**src/rtl/core/rpfc_pkg.sv**
```systemverilog
// ----------------------------------------------------------------------------
// rpfc_pkg
// Widths, job codes and the cofactor index table of the relative pose block.
// ----------------------------------------------------------------------------
package rpfc_pkg;

   localparam int DATA_W  = 32;
   localparam int ACC_W   = 100;          // exact sums of products
   localparam int DIV_W   = ACC_W + 32;   // scaled dividend
   localparam int Q_BITS  = 32;           // quotient bits produced serially
   localparam int N_POSE  = 12;
   localparam int N_COF   = 9;

   // job codes: 0..8 cofactors, then determinant, then 12 numerators
   localparam logic [4:0] JOB_DET  = 5'd9;
   localparam logic [4:0] JOB_NUM0 = 5'd10;
   localparam logic [4:0] JOB_LAST = 5'd21;

   localparam logic [2:0] TERM_COF_LAST = 3'd1;
   localparam logic [2:0] TERM_SUM_LAST = 3'd5;

   typedef struct packed {
      logic [1:0] row_a;
      logic [1:0] row_b;
      logic [1:0] col_1;
      logic [1:0] col_2;
   } cof_rows_type;

   // cofactor k*3+c = row(k+1) x row(k+2), component c
   function automatic cof_rows_type cof_rows(input logic [3:0] job);
      cof_rows_type r;
      case (job)
         4'd0:    r = '{2'd1, 2'd2, 2'd1, 2'd2};
         4'd1:    r = '{2'd1, 2'd2, 2'd2, 2'd0};
         4'd2:    r = '{2'd1, 2'd2, 2'd0, 2'd1};
         4'd3:    r = '{2'd2, 2'd0, 2'd1, 2'd2};
         4'd4:    r = '{2'd2, 2'd0, 2'd2, 2'd0};
         4'd5:    r = '{2'd2, 2'd0, 2'd0, 2'd1};
         4'd6:    r = '{2'd0, 2'd1, 2'd1, 2'd2};
         4'd7:    r = '{2'd0, 2'd1, 2'd2, 2'd0};
         4'd8:    r = '{2'd0, 2'd1, 2'd0, 2'd1};
         default: r = '{2'd0, 2'd0, 2'd0, 2'd0};
      endcase
      return r;
   endfunction

endpackage

```
**src/rtl/core/rpfc_div.sv**
```systemverilog
// ----------------------------------------------------------------------------
// rpfc_div
// Bit-serial rounding divider: round(num * 2^30 / den), saturated to 32 bits.
// ----------------------------------------------------------------------------
module rpfc_div (
   input  logic                                   clock,
   input  logic                                   reset,
   input  logic                                   start,
   input  logic signed [rpfc_pkg::ACC_W-1:0]      num,
   input  logic signed [rpfc_pkg::ACC_W-1:0]      den,
   output logic                                   done,
   output logic signed [rpfc_pkg::DATA_W-1:0]     quo
);

   typedef enum logic [4:0] {
      D_IDLE = 5'b00001,
      D_PREP = 5'b00010,
      D_CHK  = 5'b00100,
      D_RUN  = 5'b01000,
      D_DONE = 5'b10000
   } div_state_type;

   localparam int          AW      = rpfc_pkg::ACC_W;
   localparam int          DW      = rpfc_pkg::DIV_W;
   localparam logic [4:0]  CNT_END = 5'(rpfc_pkg::Q_BITS - 1);

   div_state_type             state_ff;
   logic signed [AW-1:0]      num_ff, den_ff;
   logic        [AW-1:0]      md_ff;
   logic        [DW-1:0]      nsh_ff;
   logic        [AW:0]        rem_ff;
   logic        [31:0]        lo_ff, q_ff;
   logic        [4:0]         cnt_ff;
   logic                      neg_ff, nn_ff, nz_ff, dz_ff, ovf_ff;

   logic        [AW-1:0]      mn, md;
   logic        [DW-1:0]      nsh_in;
   logic        [AW:0]        trial;
   logic                      ge;
   logic        [31:0]        lim;

   always_comb begin
      mn     = num_ff[AW-1] ? AW'(-num_ff) : AW'(num_ff);
      md     = den_ff[AW-1] ? AW'(-den_ff) : AW'(den_ff);
      nsh_in = DW'({mn, 30'b0}) + DW'(md >> 1);
      trial  = {rem_ff[AW-1:0], lo_ff[31]};
      ge     = trial >= {1'b0, md_ff};
      lim    = neg_ff ? 32'h8000_0000 : 32'h7FFF_FFFF;
   end

   always_ff @(posedge clock) begin
      if (reset) begin
         state_ff <= D_IDLE;
      end else begin
         case (state_ff)
            D_IDLE: begin
               if (start) begin
                  num_ff   <= num;
                  den_ff   <= den;
                  state_ff <= D_PREP;
               end
            end
            D_PREP: begin
               md_ff  <= md;
               nsh_ff <= nsh_in;
               nn_ff  <= num_ff[AW-1];
               nz_ff  <= (num_ff == '0);
               dz_ff  <= (md == '0);
               neg_ff <= num_ff[AW-1] ^ den_ff[AW-1];
               ovf_ff <= 1'b0;
               q_ff   <= '0;
               state_ff <= (md == '0) ? D_DONE : D_CHK;
            end
            D_CHK: begin
               rem_ff <= {1'b0, nsh_ff[DW-1:32]};
               lo_ff  <= nsh_ff[31:0];
               cnt_ff <= '0;
               if (nsh_ff >= {md_ff, 32'b0}) begin
                  ovf_ff   <= 1'b1;
                  state_ff <= D_DONE;
               end else begin
                  state_ff <= D_RUN;
               end
            end
            D_RUN: begin
               rem_ff <= ge ? (trial - {1'b0, md_ff}) : trial;
               q_ff   <= {q_ff[30:0], ge};
               lo_ff  <= {lo_ff[30:0], 1'b0};
               cnt_ff <= cnt_ff + 5'd1;
               if (cnt_ff == CNT_END) begin
                  state_ff <= D_DONE;
               end
            end
            D_DONE: begin
               state_ff <= D_IDLE;
            end
            default: begin
               state_ff <= D_IDLE;
            end
         endcase
      end
   end

   always_comb begin
      done = (state_ff == D_DONE);
      if (dz_ff) begin
         // singular: sign of the numerator only
         quo = nz_ff ? 32'sd0 : (nn_ff ? 32'sh8000_0000 : 32'sh7FFF_FFFF);
      end else if (ovf_ff || (q_ff > lim)) begin
         quo = signed'(lim);
         if (neg_ff) begin
            quo = 32'sh8000_0000;
         end
      end else begin
         quo = neg_ff ? signed'(-q_ff) : signed'(q_ff);
      end
   end

endmodule

```
**config.mk**
```make
export PLATFORM = sky130hd
export DESIGN_NAME = rpfc_div
export DESIGN_NICKNAME = d
export VERILOG_FILES = /design/src/rtl/core/rpfc_pkg.sv /design/src/rtl/core/rpfc_div.sv
export SDC_FILE = /design/constraint.sdc
export NUM_CORES = 2
export LEC_CHECK = 0
export BUFFER_PORTS_ARGS = -buffer_cell sky130_fd_sc_hd__buf_4
export CORE_MARGIN = 4
export CORE_UTILIZATION = 60
export CTS_CLUSTER_SIZE = 40
export DETAILED_ROUTE_END_ITERATION = 7
export PLACE_DENSITY = 0.79
export SLEW_MARGIN = 25
export SYNTH_ARGS = -nofsm -noshare
export SYNTH_HDL_FRONTEND = slang
export SYNTH_SLANG_ARGS = --single-unit
export TNS_END_PERCENT = 30
```
**constraint.sdc**
```tcl
create_clock -name clock -period 51.4 [get_ports clock]
set_input_delay 10.28 -clock clock [delete_from_list [all_inputs] [get_ports clock]]
set_output_delay 10.28 -clock clock [all_outputs]
set_load 0.005 [all_outputs]
```
==> results.json <==
{
  "core_area_mm2": 0.0687,
  "drc": 0,
  "fmax_ghz": 0.0642,
  "hold_buffers": 0,
  "post-dp-hpwl_um": 98100,
  "tightest_slew_ns": 1.18,
  "grt_overflow_total": 0,
  "postSynthAreaPerCell_um2": 9.54,
  "final_max_slew_viol_count": 0,
  "min_period_ns": 15.58,
  "critPathArrivalTime_ns": 5.30,
  "yosys_warnings": 0,
  "netlist_area_mm2": 0.0416,
  "grt_pass1_wl_um": 196000,
  "hold_viol": 0,
  "chipWidth_um": 271,
  "rsz0062_at_grt": "false",
  "synth_fp_nets": 4873,
  "gr-usage-all-layers": 0.337,
  "ys_async_sr_fraction": 0,
  "synthFlopType": "edfxtp_1",
  "met2_usage": 0.484,
  "io_buffers": 235,
  "layout_common_cells": "575 x edfxtp_1, 335 x o21ai_0, 312 x nor2_1, 305 x ha_1, 294 x nand2_1",
  "dieHeight_um": 271,
  "ant_nets": 0,
  "p_leak_nw": 17.3,
  "cp_max_fo": 36,
  "numCtsBuffers": 60,
  "boundaryPins": 236,
  "cp_num_buf_inv": 3,
  "routed_wl_um": 128000,
  "final_common_cell": "edfxtp_1",
  "initial_core_util": 0.606,
  "dr.first_iter.drc_count": 4649,
  "grt_pass1_vias": 33400,
  "synth_cell_types": 98,
  "syn_inst": 4363,
  "clk_latency_ns": 0.64,
  "skew_ns": 0.0201,
  "syn2layout_area_growth_pct": 10.6,
  "r2r_slack_ns": 43.67,
  "cts_setup_buffers": 0,
  "cp_top_family": "compound AO/OA/AOI/OAI gates",
  "clkTransAtPathRegs_ns": 0.06,
  "status": "complete, no violations",
  "power.density_mw_per_mm2": 25.5,
  "grt_max_degree": 202,
  "cts_resized": 0,
  "tns_ns": 0,
  "met1_usage": 0.509,
  "dr.pass1.iters": 8,
  "viasPerCell": 6.61,
  "cp-start-kind": "register",
  "clockBufferDepth": 3,
  "post-route-period-util": 0.303,
  "cts_tree": "done",
  "drv_cap": 0,
  "gp_congestion": 0.990,
  "grtUsageMet3": 0.0611,
  "htree_levels": 2,
  "slew_headroom": 0.205,
  "hp-class": "register to register",
  "design.die.area_mm2": 0.0737,
  "grt.busiest_layer": "met1",
  "antenna_found_initial": 6,
  "via_count": 36200,
  "avgRoutedWirePerCell_um": 23.3,
  "synth_edf_count": 575,
  "synth_seq_cells": 580,
  "cp_data_required_time_ns": 41.12,
  "clockRootBuffer": "clkbuf_16",
  "finalSetupViolCount": 0,
  "cp_slowest_stage_delay_ns": 0.84,
  "ys_seq_area_frac": 0.417,
  "crit_path_end_kind": "output port",
  "rows": 96,
  "clock_sinks": 580,
  "crit_chain": "buf_4 > clkinv_1 > ha_1 > nand4_1 > or2_2 > nor3_1 > nand3_1 > o21ai_0 > o21a_1 > o21ai_0 > a221o_1 > buf_4",
  "worstSetupPathType": "register to output port",
  "nets": 5001,
  "slowest_stage": "clkinv_1",
  "final_layout_size_suffix_gt1_frac": 0.0981,
  "power.total_mw": 1.17,
  "vdd.ir_drop.worst_v": 0.0000301
}
-- power breakdown --
group	total [mW]	leakage [nW]	switching, mW	internal, mW
logic	0.198	11.1	0.122	0.0758
clock network	0.423	0.909	0.186	0.237
registers	0.554	5.27	0.0132	0.541
total	1.17	17.3	0.321	0.853
-- path summary, 6_finish.rpt --
check / from / end / cells after the start
hold / removal: lo_ff[18] / lo_ff[19] / 2
hold reg to reg: lo_ff[18] / lo_ff[19] / 2
setup / recovery: neg_ff / quo[13] / 12
setup reg to reg: den_ff[13] / nsh_ff[129] / 21
-- routing by layer --
layer	vias up	routed length, um
met1	16900	54200
met2	2216	52700
li1	16700	-
met5	-	13
met4	2	5430
met3	298	15300
-- worst min-delay path, stage by stage (launching register included) --
cell      delay (ns)
edfxtp_1        0.32
nand2_1         0.04
o21ai_0         0.06
-- state kept, by name, summed over array words and instances, names as in the netlist --
signal	count
nz_ff	1
dz_ff	1
neg_ff	1
rem_ff	100
den_ff	100
q_ff	32
lo_ff	32
cnt_ff	5
nn_ff	1
ovf_ff	1
nsh_ff	101
num_ff	100
md_ff	100
state_ff	5
-- synthesized netlist by cell type, types with 8 or more instances --
master	number	area, um2
o211ai_1	26	195
nor4_1	58	363
a41oi_1	11	96.3
and3_1	23	144
o41ai_1	35	307
o21a_1	36	270
clkbuf_1	182	683
or3_1	57	357
or2_2	25	156
inv_1	205	769
o22ai_1	9	56.3
a211oi_1	19	143
nand2_1	294	1100
a21boi_0	17	128
a31oi_1	109	682
nand4_1	114	713
mux2_2	16	180
buf_1	16	60.1
edfxtp_1	575	17300
xnor2_1	275	2410
nor3_1	102	510
nand3_1	184	921
a2111oi_0	8	70.1
or4_1	39	293
o21bai_1	47	353
xor2_1	118	1030
nand3b_1	11	82.6
nor3b_1	14	105
nor2b_1	37	231
mux2i_1	10	100
ha_1	305	3820
o311ai_0	13	114
a21o_1	152	1140
o2111ai_1	10	87.6
o21ai_0	335	1680
a21oi_1	258	1290
nand2b_1	39	244
and4_1	10	87.6
a221o_1	9	90.1
nor2_1	314	1180
o31ai_1	64	480
and2_1	45	282
-- cells by family after synthesis --
| logic type | share of synthesized area |
|---|---|
| AND/OR/NAND/NOR | 0.173 |
| other | 0.0000900 |
| AO/OA/AOI/OAI | 0.190 |
| flip-flops | 0.417 |
| multiplexers | 0.00673 |
| buffers and inverters | 0.0374 |
| adder cells (fa/ha/maj) | 0.0928 |
| XOR/XNOR | 0.0830 |
-- cell type report --
type                    instances  area [um2]
clock inverters                39         327
fillers                      5477       22700
clock buffers                  69        1560
diodes                          2        5.00
flip-flops and latches        580       17400
repair buffers                270        2060
well taps                     931        1160
inverters                     207         777
multi-input cells            3372       22800
-- per-stage QoR --
step	instance area, um2	util	instances	setup slack (ns)	hold WS [ns]
4_1_cts	46000	0.670	5467	35.99	0.528
3_5_place_dp	44100	0.642	5359	36.66	0.516
5_1_grt	46000	0.670	5468	35.56	0.534
3_3_place_gp	44100	0.642	5359	36.61	0.490
2_1_floorplan	41600	-	4363	25.36	0.477
6_report	46000	0.670	5470	35.82	0.527
Note: power is estimated with default switching activity, not from simulation.
